[src/sv/deadline_timer_scheduler_top_assert.svh]
// Assertion macros for the deadline timer scheduler.
// Depends on nothing; included by the top level.
`ifndef DEADLINE_TIMER_SCHEDULER_TOP_ASSERT_SVH
`define DEADLINE_TIMER_SCHEDULER_TOP_ASSERT_SVH
`ifndef ASSERT_OFF
`define DTS_ASSERT(label, clk, rst, prop, msg) \
  label: assert property (@(posedge clk) disable iff (rst) prop) else $error(msg);
`define DTS_ASSERT_NR(label, clk, prop, msg) \
  label: assert property (@(posedge clk) prop) else $error(msg);
`else
`define DTS_ASSERT(label, clk, rst, prop, msg)
`define DTS_ASSERT_NR(label, clk, prop, msg)
`endif
`endif

[src/sv/dts_pkg.sv]
// Shared types and constants for the deadline timer scheduler.
// Depends on nothing.
package dts_pkg;
  localparam int NUM_SLOTS = 16;
  localparam int MAX_FIRES = 16;
  localparam int SLOT_W = 4;
  localparam int FIRE_W = 6;
  localparam logic [15:0] MIN_RESET = 16'd50;
  localparam logic [23:0] MAX_RESET = 24'd50000;
  localparam logic [31:0] CMP_RESET = 32'd1000;

  typedef enum logic [1:0] {
    CMD_ARM_ABS = 2'd0,
    CMD_ARM_DELAY = 2'd1,
    CMD_CANCEL = 2'd2,
    CMD_TICK = 2'd3
  } cmd_t;

  typedef enum logic {
    CFG_MIN = 1'b0,
    CFG_MAX = 1'b1
  } cfg_idx_t;

  typedef enum logic [2:0] {
    ST_IDLE,
    ST_CAPTURE,
    ST_SCAN,
    ST_DECIDE,
    ST_FIRE,
    ST_STATUS
  } state_t;

  typedef struct packed {
    logic capture;
    logic scan_start;
    logic scan_step;
    logic fire;
    logic compare;
    logic emit_fire;
    logic emit_status;
    logic set_limit;
  } ctrl_t;

  typedef struct packed {
    logic is_tick;
    logic is_arm;
    logic scan_done;
    logic due;
    logic arm_is_best;
    logic cap_reached;
    logic out_busy;
  } stat_t;
endpackage

[src/sv/dts_if.sv]
// Valid/ready channel interfaces for the deadline timer scheduler.
// Depends on nothing.
interface dts_in_if (input logic clk);
  logic valid;
  logic ready;
  logic [1:0] command;
  logic [3:0] slot;
  logic [63:0] time_value;
  logic [31:0] period;
  logic [31:0] counter_now;
  modport source (output valid, command, slot, time_value, period, counter_now, input ready);
  modport sink (input valid, command, slot, time_value, period, counter_now, output ready);
endinterface

interface dts_out_if (input logic clk);
  logic valid;
  logic ready;
  logic kind;
  logic [3:0] fired_slot;
  logic [31:0] compare_value;
  logic compare_changed;
  logic [63:0] now_time;
  logic fire_limit_hit;
  logic last;
  modport source (output valid, kind, fired_slot, compare_value, compare_changed, now_time,
                  fire_limit_hit, last, input ready);
  modport sink (input valid, kind, fired_slot, compare_value, compare_changed, now_time,
                fire_limit_hit, last, output ready);
endinterface

interface dts_cfg_if (input logic clk);
  logic valid;
  logic ready;
  logic [0:0] index;
  logic [31:0] data;
  modport source (output valid, index, data, input ready);
  modport sink (input valid, index, data, output ready);
endinterface

[src/sv/dts_ctrl.sv]
// Controller state machine for the deadline timer scheduler.
// Depends on dts_pkg.
module dts_ctrl (
  input  logic clk,
  input  logic rst,
  input  logic in_valid,
  output logic in_ready,
  input  dts_pkg::stat_t stat,
  output dts_pkg::ctrl_t ctrl,
  output dts_pkg::state_t state_q
);
  dts_pkg::state_t state, state_next;
  assign state_q = state;

  always_ff @(posedge clk) begin
    if (rst) state <= dts_pkg::ST_IDLE;
    else state <= state_next;
  end

  always_comb begin
    state_next = state;
    ctrl = '0;
    in_ready = 1'b0;
    unique case (state)
      dts_pkg::ST_IDLE: begin
        in_ready = 1'b1;
        if (in_valid) begin
          ctrl.capture = 1'b1;
          state_next = dts_pkg::ST_CAPTURE;
        end
      end
      dts_pkg::ST_CAPTURE: begin
        ctrl.scan_start = 1'b1;
        state_next = dts_pkg::ST_SCAN;
        if (!stat.is_tick && !stat.is_arm) state_next = dts_pkg::ST_STATUS;
      end
      dts_pkg::ST_SCAN: begin
        ctrl.scan_step = 1'b1;
        if (stat.scan_done) state_next = dts_pkg::ST_DECIDE;
      end
      dts_pkg::ST_DECIDE: begin
        if (stat.is_tick && stat.due && !stat.cap_reached) begin
          state_next = dts_pkg::ST_FIRE;
        end else begin
          ctrl.set_limit = stat.is_tick && stat.due;
          if (stat.is_tick || stat.arm_is_best) ctrl.compare = 1'b1;
          state_next = dts_pkg::ST_STATUS;
        end
      end
      dts_pkg::ST_FIRE: begin
        if (!stat.out_busy) begin
          ctrl.emit_fire = 1'b1;
          ctrl.fire = 1'b1;
          ctrl.scan_start = 1'b1;
          state_next = dts_pkg::ST_SCAN;
        end
      end
      dts_pkg::ST_STATUS: begin
        if (!stat.out_busy) begin
          ctrl.emit_status = 1'b1;
          state_next = dts_pkg::ST_IDLE;
        end
      end
      default: state_next = dts_pkg::ST_IDLE;
    endcase
  end
endmodule

[src/sv/dts_datapath.sv]
// Datapath: slot table, time extension, earliest-deadline scan, compare and output register.
// Depends on dts_pkg.
module dts_datapath (
  input  logic clk,
  input  logic rst,
  input  dts_pkg::ctrl_t ctrl,
  output dts_pkg::stat_t stat,
  input  logic [1:0] command,
  input  logic [3:0] slot,
  input  logic [63:0] time_value,
  input  logic [31:0] period,
  input  logic [31:0] counter_now,
  input  logic cfg_we,
  input  logic [0:0] cfg_index,
  input  logic [31:0] cfg_data,
  output logic out_valid,
  input  logic out_ready,
  output logic kind,
  output logic [3:0] fired_slot,
  output logic [31:0] compare_value,
  output logic compare_changed,
  output logic [63:0] now_time,
  output logic fire_limit_hit,
  output logic last
);
  logic [63:0] slot_deadline [dts_pkg::NUM_SLOTS];
  logic [31:0] slot_period [dts_pkg::NUM_SLOTS];
  logic [dts_pkg::NUM_SLOTS-1:0] slot_armed;
  logic [31:0] time_base, previous_count, compare_reg;
  logic [15:0] min_interval;
  logic [23:0] max_interval;
  logic [1:0] cmd;
  logic [3:0] slot_q;
  logic [63:0] now;
  logic [dts_pkg::SLOT_W:0] scan_idx;
  logic best_found;
  logic [dts_pkg::SLOT_W-1:0] best_idx;
  logic [63:0] best_dl;
  logic [dts_pkg::FIRE_W-1:0] fires;
  logic limit, changed;
  logic [dts_pkg::SLOT_W-1:0] si;
  logic [63:0] now_next, soonest, target;

  assign si = scan_idx[dts_pkg::SLOT_W-1:0];
  assign now_next = {(counter_now < previous_count) ? time_base + 32'd1 : time_base,
                     counter_now};
  assign soonest = now + {48'd0, min_interval};

  always_comb begin
    target = now + {40'd0, max_interval};
    if (best_found) begin
      if (best_dl <= soonest) target = soonest;
      else if (best_dl < target) target = best_dl;
    end
  end

  assign stat.is_tick = (cmd == dts_pkg::CMD_TICK);
  assign stat.is_arm = (cmd == dts_pkg::CMD_ARM_ABS) || (cmd == dts_pkg::CMD_ARM_DELAY);
  assign stat.scan_done = (scan_idx == (dts_pkg::SLOT_W+1)'(dts_pkg::NUM_SLOTS));
  assign stat.due = best_found && (best_dl <= now);
  assign stat.arm_is_best = best_found && (best_idx == slot_q);
  assign stat.cap_reached = (fires == dts_pkg::FIRE_W'(dts_pkg::MAX_FIRES));
  assign stat.out_busy = out_valid && !out_ready;

  always_ff @(posedge clk) begin
    if (rst) begin
      slot_armed <= '0;
      time_base <= '0;
      previous_count <= '0;
      compare_reg <= dts_pkg::CMP_RESET;
      min_interval <= dts_pkg::MIN_RESET;
      max_interval <= dts_pkg::MAX_RESET;
      out_valid <= 1'b0;
      scan_idx <= '0;
      best_found <= 1'b0;
      fires <= '0;
      limit <= 1'b0;
      changed <= 1'b0;
    end else begin
      if (cfg_we) begin
        if (cfg_index == dts_pkg::CFG_MIN) min_interval <= cfg_data[15:0];
        else max_interval <= cfg_data[23:0];
      end
      if (ctrl.emit_fire || ctrl.emit_status) out_valid <= 1'b1;
      else if (out_valid && out_ready) out_valid <= 1'b0;
      if (ctrl.capture) begin
        time_base <= now_next[63:32];
        previous_count <= counter_now;
        now <= now_next;
        cmd <= command;
        slot_q <= slot;
        fires <= '0;
        limit <= 1'b0;
        changed <= 1'b0;
        if (command == dts_pkg::CMD_ARM_ABS || command == dts_pkg::CMD_ARM_DELAY) begin
          slot_deadline[slot] <= (command == dts_pkg::CMD_ARM_ABS) ? time_value
                                                                  : now_next + time_value;
          slot_period[slot] <= period;
          slot_armed[slot] <= 1'b1;
        end else if (command == dts_pkg::CMD_CANCEL) begin
          slot_armed[slot] <= 1'b0;
        end
      end
      if (ctrl.scan_start) begin
        scan_idx <= '0;
        best_found <= 1'b0;
      end else if (ctrl.scan_step && !stat.scan_done) begin
        scan_idx <= scan_idx + 1'b1;
        if (slot_armed[si] && (!best_found || slot_deadline[si] < best_dl)) begin
          best_found <= 1'b1;
          best_idx <= si;
          best_dl <= slot_deadline[si];
        end
      end
      if (ctrl.fire) begin
        fires <= fires + 1'b1;
        if (slot_period[best_idx] != 32'd0)
          slot_deadline[best_idx] <= best_dl + {32'd0, slot_period[best_idx]};
        else slot_armed[best_idx] <= 1'b0;
      end
      if (ctrl.set_limit) limit <= 1'b1;
      if (ctrl.compare) begin
        compare_reg <= target[31:0];
        changed <= 1'b1;
      end
      if (ctrl.emit_fire) begin
        kind <= 1'b0;
        fired_slot <= best_idx;
        compare_value <= '0;
        compare_changed <= 1'b0;
        now_time <= now;
        fire_limit_hit <= 1'b0;
        last <= 1'b0;
      end
      if (ctrl.emit_status) begin
        kind <= 1'b1;
        fired_slot <= '0;
        compare_value <= compare_reg;
        compare_changed <= changed;
        now_time <= now;
        fire_limit_hit <= limit;
        last <= 1'b1;
      end
    end
  end
endmodule

[src/sv/deadline_timer_scheduler_top.sv]
// An arm or tick scans all 16 slots for the earliest deadline; a tick rescans after each firing.
// One request at a time; the next is accepted in the cycle after the status result is loaded into the output register.
// Results leave through a one-entry output register; ready stalls the controller.
// Synchronous active-high reset clears armed bits, time extension, compare (1000)
// and interval registers; slot deadlines and periods are not reset.
module deadline_timer_scheduler_top (
  input logic clk,
  input logic rst,
  dts_in_if.sink in_ch,
  dts_out_if.source out_ch,
  dts_cfg_if.sink cfg
);
`include "deadline_timer_scheduler_top_assert.svh"
  dts_pkg::ctrl_t ctrl;
  dts_pkg::stat_t stat;
  dts_pkg::state_t state;

  assign cfg.ready = 1'b1;

  dts_ctrl u_ctrl (
    .clk(clk), .rst(rst), .in_valid(in_ch.valid), .in_ready(in_ch.ready),
    .stat(stat), .ctrl(ctrl), .state_q(state)
  );

  dts_datapath u_dp (
    .clk(clk), .rst(rst), .ctrl(ctrl), .stat(stat),
    .command(in_ch.command), .slot(in_ch.slot), .time_value(in_ch.time_value),
    .period(in_ch.period), .counter_now(in_ch.counter_now),
    .cfg_we(cfg.valid), .cfg_index(cfg.index), .cfg_data(cfg.data),
    .out_valid(out_ch.valid), .out_ready(out_ch.ready), .kind(out_ch.kind),
    .fired_slot(out_ch.fired_slot), .compare_value(out_ch.compare_value),
    .compare_changed(out_ch.compare_changed), .now_time(out_ch.now_time),
    .fire_limit_hit(out_ch.fire_limit_hit), .last(out_ch.last)
  );

  `DTS_ASSERT(a_ready_idle, clk, rst, in_ch.ready |-> state == dts_pkg::ST_IDLE, "ready busy")
  `DTS_ASSERT(a_last_kind, clk, rst, out_ch.valid |-> out_ch.last == out_ch.kind, "last/kind")
  `DTS_ASSERT(a_fire_tick, clk, rst, ctrl.fire |-> stat.is_tick && stat.due, "fire not due")
  `DTS_ASSERT_NR(a_emit_free, clk, (ctrl.emit_fire || ctrl.emit_status) |-> !stat.out_busy, "busy")
endmodule
[src/flat_wrapper.sv]
// flat-port wrapper written by rule: the top's interface ports become plain ports
module deadline_timer_scheduler_top_flat 
  (clk, rst, in_ch_valid, in_ch_command, in_ch_slot, in_ch_time_value, in_ch_period, in_ch_counter_now, in_ch_ready, out_ch_valid, out_ch_kind, out_ch_fired_slot, out_ch_compare_value, out_ch_compare_changed, out_ch_now_time, out_ch_fire_limit_hit, out_ch_last, out_ch_ready, cfg_valid, cfg_index, cfg_data, cfg_ready);
  dts_in_if in_ch_i (.clk(clk));
  dts_out_if out_ch_i (.clk(clk));
  dts_cfg_if cfg_i (.clk(clk));
  input logic clk;
  input logic rst;
  input wire logic [$bits(in_ch_i.valid)-1:0] in_ch_valid;
  input wire logic [$bits(in_ch_i.command)-1:0] in_ch_command;
  input wire logic [$bits(in_ch_i.slot)-1:0] in_ch_slot;
  input wire logic [$bits(in_ch_i.time_value)-1:0] in_ch_time_value;
  input wire logic [$bits(in_ch_i.period)-1:0] in_ch_period;
  input wire logic [$bits(in_ch_i.counter_now)-1:0] in_ch_counter_now;
  output wire logic [$bits(in_ch_i.ready)-1:0] in_ch_ready;
  output wire logic [$bits(out_ch_i.valid)-1:0] out_ch_valid;
  output wire logic [$bits(out_ch_i.kind)-1:0] out_ch_kind;
  output wire logic [$bits(out_ch_i.fired_slot)-1:0] out_ch_fired_slot;
  output wire logic [$bits(out_ch_i.compare_value)-1:0] out_ch_compare_value;
  output wire logic [$bits(out_ch_i.compare_changed)-1:0] out_ch_compare_changed;
  output wire logic [$bits(out_ch_i.now_time)-1:0] out_ch_now_time;
  output wire logic [$bits(out_ch_i.fire_limit_hit)-1:0] out_ch_fire_limit_hit;
  output wire logic [$bits(out_ch_i.last)-1:0] out_ch_last;
  input wire logic [$bits(out_ch_i.ready)-1:0] out_ch_ready;
  input wire logic [$bits(cfg_i.valid)-1:0] cfg_valid;
  input wire logic [$bits(cfg_i.index)-1:0] cfg_index;
  input wire logic [$bits(cfg_i.data)-1:0] cfg_data;
  output wire logic [$bits(cfg_i.ready)-1:0] cfg_ready;
  assign in_ch_i.valid = in_ch_valid;
  assign in_ch_i.command = in_ch_command;
  assign in_ch_i.slot = in_ch_slot;
  assign in_ch_i.time_value = in_ch_time_value;
  assign in_ch_i.period = in_ch_period;
  assign in_ch_i.counter_now = in_ch_counter_now;
  assign in_ch_ready = in_ch_i.ready;
  assign out_ch_valid = out_ch_i.valid;
  assign out_ch_kind = out_ch_i.kind;
  assign out_ch_fired_slot = out_ch_i.fired_slot;
  assign out_ch_compare_value = out_ch_i.compare_value;
  assign out_ch_compare_changed = out_ch_i.compare_changed;
  assign out_ch_now_time = out_ch_i.now_time;
  assign out_ch_fire_limit_hit = out_ch_i.fire_limit_hit;
  assign out_ch_last = out_ch_i.last;
  assign out_ch_i.ready = out_ch_ready;
  assign cfg_i.valid = cfg_valid;
  assign cfg_i.index = cfg_index;
  assign cfg_i.data = cfg_data;
  assign cfg_ready = cfg_i.ready;
  deadline_timer_scheduler_top u_core (.clk(clk), .rst(rst), .in_ch(in_ch_i), .out_ch(out_ch_i), .cfg(cfg_i));
endmodule
[config.mk]
export PLATFORM = sky130hd
export DESIGN_NAME = deadline_timer_scheduler_top_flat
export DESIGN_NICKNAME = d
export VERILOG_FILES = /design/src/sv/dts_pkg.sv /design/src/sv/dts_if.sv /design/src/sv/dts_ctrl.sv /design/src/sv/dts_datapath.sv /design/src/sv/deadline_timer_scheduler_top.sv /design/src/flat_wrapper.sv
export VERILOG_INCLUDE_DIRS = /design/src /design/src/sv
export SDC_FILE = /design/constraint.sdc
export NUM_CORES = 2
export LEC_CHECK = 0
export CELL_PAD_IN_SITES_DETAIL_PLACEMENT = 1
export CELL_PAD_IN_SITES_GLOBAL_PLACEMENT = 2
export CORE_UTILIZATION = 45
export DETAILED_ROUTE_END_ITERATION = 6
export DONT_BUFFER_PORTS = 1
export PLACE_DENSITY_LB_ADDON = 0.1
export SLEW_MARGIN = 20
export SYNTH_ARGS = -nofsm -noshare
export SYNTH_HDL_FRONTEND = slang
export SYNTH_HIERARCHICAL = 1
export SYNTH_SLANG_ARGS = --single-unit
[constraint.sdc]
create_clock -name clk -period 8.7 [get_ports clk]
set_clock_uncertainty 0.15 [all_clocks]
set_input_delay 0.87 -clock clk [delete_from_list [all_inputs] [get_ports clk]]
set_output_delay 0.87 -clock clk [all_outputs]
set_load 0.005 [all_outputs]
Word level (Yosys, flattened, before mapping)
Memory sizes are Yosys's and may differ from the RTL's. A register that Yosys moved wholly into a read port is not among the register bits.
Cells that the tools add are included.
Storage, ports and cells
  bits of input ports: 172
  word-level logic and storage cells: 173
  memory bits (read-only): 0
  output and inout port bits: 107
  flip-flop bits (word level): 411
  RAM bits: 1536
  memories kept: 2
  latch bits: 0
Memory list
  u_core.u_dp.slot_deadline: words 16, bits a word 64, read ports 1, clocked after Yosys merged registers in 1, write ports 1, RTL line dts_datapath.sv:26  | logic [63:0] slot_deadline [dts_pkg::NUM_SLOTS];
  u_core.u_dp.slot_period: words 16, bits a word 32, read ports 1, clocked after Yosys merged registers in 1, write ports 1, RTL line dts_datapath.sv:27  | logic [31:0] slot_period [dts_pkg::NUM_SLOTS];
Operators by class
  multiply operators: 0
  $add $sub $neg: 7
  reductions and logical operators: 40
  divide/modulo/power cells: 0
  mux-type cells: 66
  equal/unequal tests: 16
  shift-type cells: 0
  bitwise logic cells: 8
  magnitude comparators: 10
Operator list (number)
  $mux 64: 4
  $mux 32: 6
  $le 64x64->1: 2
  $lt 64x64->1: 2
  $mux 16: 6
  $add 64x16->64: 1
  $add 64x24->64: 1
  $add 64x32->64: 1
  $add 64x64->64: 1
  $reduce_or 64->1: 1
  $mux 1: 33
  $add 32x1->32 const B: 1
  $and 16x16->16: 2
  $lt 32x32->1: 1
  $not 16->16: 2
  $reduce_bool 32->1: 1
  $mux 4: 5
  $pmux 3 s6: 1
  $or 16x16->16: 1
  $lt 4x5->1 const B: 3
  $mux 3: 5
  $mux 6: 2
  $logic_and 1x1->1: 11
  $reduce_and 2->1: 5
  other kinds (23): 49

Depth between registers and ports, before layout
  depth after elaboration: 13
  depth in mapped cells: 29
  gate-level depth less buffers: 26

Modules after synthesis
Netlist, hierarchy kept.
Modules (own cells, without submodules)
  dts_datapath: area an instance 101822.7 sq um, cells an instance 7319, times used 1, seq. area each 56864.5 sq um
  dts_ctrl: area an instance 257.7 sq um, cells an instance 35, times used 1, seq. area each 60.1 sq um
  deadline_timer_scheduler_top: area an instance 11.3 sq um, cells an instance 2, times used 1, seq. area each 0.0 sq um

Worst setup path before layout
Ideal clock, no wire load.
  path type: input to register
  start: input rst
  end: register u_core.u_dp.compare_changed (enable)
  arrival time: 5.966 ns
  stages: 5
  library setup time: 0.566 ns
  path slack: 2.018 ns
  cell sequence: clkbuf_1 -> clkbuf_1 -> clkbuf_1 -> buf_1 -> nor2_1
Between the ends
  word-level cells in the longest chain between the ends: 2
Ends and longest elaborated chain
  start, declared: RTL line flat_wrapper.sv:8  | input logic rst;
  $not 1->1 (no source line)
  $reduce_and 2->1 (no source line)
  end signal, assigned: RTL line dts_datapath.sv:139  | compare_changed <= changed;
  end, declared: RTL line dts_datapath.sv:21  | output logic compare_changed,
No other way between the ends.
A chain may end at the register's enable or synchronous reset.

Worst setup path in the final report
  start: register u_core.u_dp.now[0]
  end: register u_core.u_dp.compare_reg[10]
Between the ends
  word-level cells in the longest chain between the ends: 6
  elaborated cells on any way between the ends: 13
  classes of those cells: add/sub (2); order compare (3); mux (5); reduce/logical (3)
Ends and longest elaborated chain
  start, declared: RTL line dts_datapath.sv:34  | logic [63:0] now;
  start signal, assigned: RTL line dts_datapath.sv:89  | now <= now_next;
  branches (longest 6 deep; another with $add 64x24->64)
  end signal, assigned: RTL line dts_datapath.sv:70  | compare_reg <= dts_pkg::CMP_RESET;
  end signal, assigned: RTL line dts_datapath.sv:123  | compare_reg <= target[31:0];
  end, declared: RTL line dts_datapath.sv:29  | logic [31:0] time_base, previous_count, compare_reg;
Parallel ways; which one is timed is not known.

==> results.md <==
- Status: complete, but fails checks
- Failing checks: DRC
- Unique cell type count in the Yosys netlist: 88
- Post-Synthesis Cell Area: 0.102 sq mm
- CORE AREA: 0.225 sq mm
- Largest net degree at the start of global routing: 123
- Synth top area share: 0.523
- GRT overflow: 0
- Crit path capture type: flip-flop
- Commonest non-fill, non-tap cells in the layout: edfxtp_1, mux2i_1, mux4_2, nor2_1, ha_1
- Largest register by flop count: u_core/u_dp/slot_deadline
- Hold path cells: 2
- First-pass GRT wire length: 523000 um
- Post-synth top area cell: edfxtp_1
- Yosys warns: 6
- Count of input and output buffers: 0
- Top post-synthesis cells by area: edfxtp_1, mux4_2, mux2i_1, ha_1, dfxtp_1
- DR vias/cell: 6.30
- Top_reg_cell synth: edfxtp_1
- Sequential area share after synthesis: 0.558
- Max_slew headroom: 0.198
- F_max: 0.129 GHz
- Starting DRT DRC Count: 6286
- Post-Syn Instances: 7356
- Least-Margin Pin Slew: 1200 ps
- GRT Overall Usage: 0.322
- Synthesis-stage register bit count: 1955
- Max reg flops: 1024
- Met1 Wirelength: 151000 um
- Setup WS pre-CTS: 1140 ps
- Share of layout cells above drive strength 1: 0.156
- Largest fanout on the critical path: 16
- Max layer used: met5
- Wirelength, routed: 372000 um
- Pleak: 37.8 nW
- EDFF count, synth: 1777
- Vias in the first global route: 69700
- Initial Util: 0.454
- Clk sinks: 1955
- Clk_lat worst skew: 920 ps
- Area Overhead vs Synth: 12.5%
- Die W: 478 um
- Final period util: 0.890
- Die H: 478 um
- Met3 wire len: 22300 um
- Power Density: 192 mW/mm^2
- Final net count: 8034
- Initial antenna violation count: 18
- CP arrival: 8340 ps
- Residual DRC: 38
- Post-route setup slack: 954 ps
- Biggest regs: u_core/u_dp/slot_deadline: 1024 flops, u_core/u_dp/slot_period: 512 flops
- Clock transition at path regs: 70 ps
- Worst Reg-to-Reg Cells: 26
- Hpwl dp: 248000 um
- Ys async rst share: 0
- CP required: 9300 ps
- Mapped Nets: 7957
- Max-Cap Viols: 0
- TritonCTS clock tree: built
- Commonest non-fill, non-tap cell in the layout: edfxtp_1
- Wire per inst: 35.0 um
- DR pass1 iterations: 7
- CTS resizes: 0
- DIE AREA: 0.229 sq mm
- Peak supply drop: 0.212 mV
- CTS Buffer Depth: 3
- RSZ-0062 raised after global routing: false
- Final hold slack: 117 ps
- Minimum clock period: 7750 ps
- Count of pins over their slew limit: 0
- Final Hold Viols: 0
- GPL Wtd Cong: 0.924
- Row count: 174
- HP Class: input pin to flip-flop
- Num CTS Buffers: 213
- Vias: 67000
- H-tree Lvls: 4
- Antenna Nets Post-Route: 0
- Num ports: 279
- Critical path class: flip-flop to flip-flop
- Avg Cell Area, Syn: 13.9 sq um
- Setup crit start kind: flip-flop
- Fill count: 21900
- Setup tns final: 0 ps
- Routed wl met2: 181000 um
- Root Driver: clkbuf_16
- Finish-stage setup viols: 0
==> metrics by stage <==
| stage | cells | cell area [sq um] | total power, mW | utilization |
|---|---|---|---|---|
| after floorplan | 7356 | 102000 | 12.1 | - |
| after global placement | 10100 | 107000 | 12.8 | 0.473 |
| after detailed placement | 10100 | 107000 | 12.9 | 0.474 |
| after CTS | 10600 | 115000 | 22.2 | 0.510 |
| after global routing | 10600 | 115000 | 22.7 | 0.510 |
| final | 10600 | 115000 | 22.1 | 0.510 |
==> worst max-delay path, stage by stage, from the launching register on <==
cell,delay (ps)
edfxtp_1,460
ha_1,230
inv_1,70
fa_1,200
nor2b_1,60
o21a_1,180
o21ai_0,210
a21oi_1,140
a311o_1,390
a31oi_1,430
o21ai_0,250
o21ai_0,760
nor2_1,310
and3_1,280
xnor2_1,120
ha_1,190
a21o_1,170
a21o_1,170
a21oi_1,230
nor2_1,90
a211oi_1,270
o21a_1,290
o2111ai_1,330
nand3_1,260
nand2_1,520
and3_1,430
a2111oi_0,360
==> cell usage after synthesis, types with 101 or more instances <==
master,number
mux2i_1,940
mux4_2,470
o21ai_0,133
edfxtp_1,1777
inv_1,213
a21oi_1,422
nand2_1,327
nand4_1,105
nor2_1,462
a21o_1,169
buf_2,101
xnor2_1,199
ha_1,425
dfxtp_1,178
clkbuf_1,308
==> power by group <==
part / switching [mW] / leakage (nW) / total [mW] / internal (mW)
registers: 0.0886 / 17.5 / 10.6 / 10.5
logic: 1.38 / 16.8 / 2.20 / 0.822
clock network: 4.02 / 3.44 / 9.30 / 5.27
total: 5.49 / 37.8 / 22.1 / 16.6
==> cell type report <==
class / count / area (sq um) / share of cell area
antenna: 22 / 55.1 / 0.000479
clock inverter: 131 / 1540 / 0.0134
multi-input combinational: 4667 / 42600 / 0.371
sequential: 1955 / 57000 / 0.496
tap: 2992 / 3740 / 0.0326
inverter: 217 / 815 / 0.00709
timing repair buffer: 379 / 3540 / 0.0308
clock buffer: 268 / 5600 / 0.0487
==> metal layers <==
layer	up-vias	global-route usage
met4	12	0.135
met2	2398	0.542
met1	35400	0.416
met5	-	0
li1	28600	-
met3	609	0.0481
==> worst paths after layout <==
| check | slack, ps | start | end |
|---|---|---|---|
| worst max register to register | 950 | u_core/u_dp/now[0]$_DFFE_PP_ | u_core/u_dp/compare_reg[10]$_SDFFE_PP0P_ |
| worst min-delay path | 120 | in_ch_slot[3] | u_core/u_dp/slot_armed[13]$_SDFF_PP0_ |
| worst max-delay path | 950 | u_core/u_dp/now[0]$_DFFE_PP_ | u_core/u_dp/compare_reg[10]$_SDFFE_PP0P_ |
| worst min register to register | 320 | u_core/u_dp/compare_reg[28]$_SDFFE_PP0P_ | u_core/u_dp/compare_reg[28]$_SDFFE_PP0P_ |
==> cells by family after synthesis <==
kind of cell / share of synthesized area
flops: 0.558
mux: 0.198
simple gates: 0.0665
compound gates: 0.0678
buf+inv: 0.0322
fa+ha+maj: 0.0529
xor+xnor: 0.0249
other cells: 0.0000367
==> what timing repair did <==
| action | 4_1_cts | 5_1_grt |
|---|---|---|
| hold buffers | 95 | 0 |
| buffers inserted | 0 | 0 |
| endpoints found under the hold margin | 656 | 0 |
(Power assumes the default switching activity.)
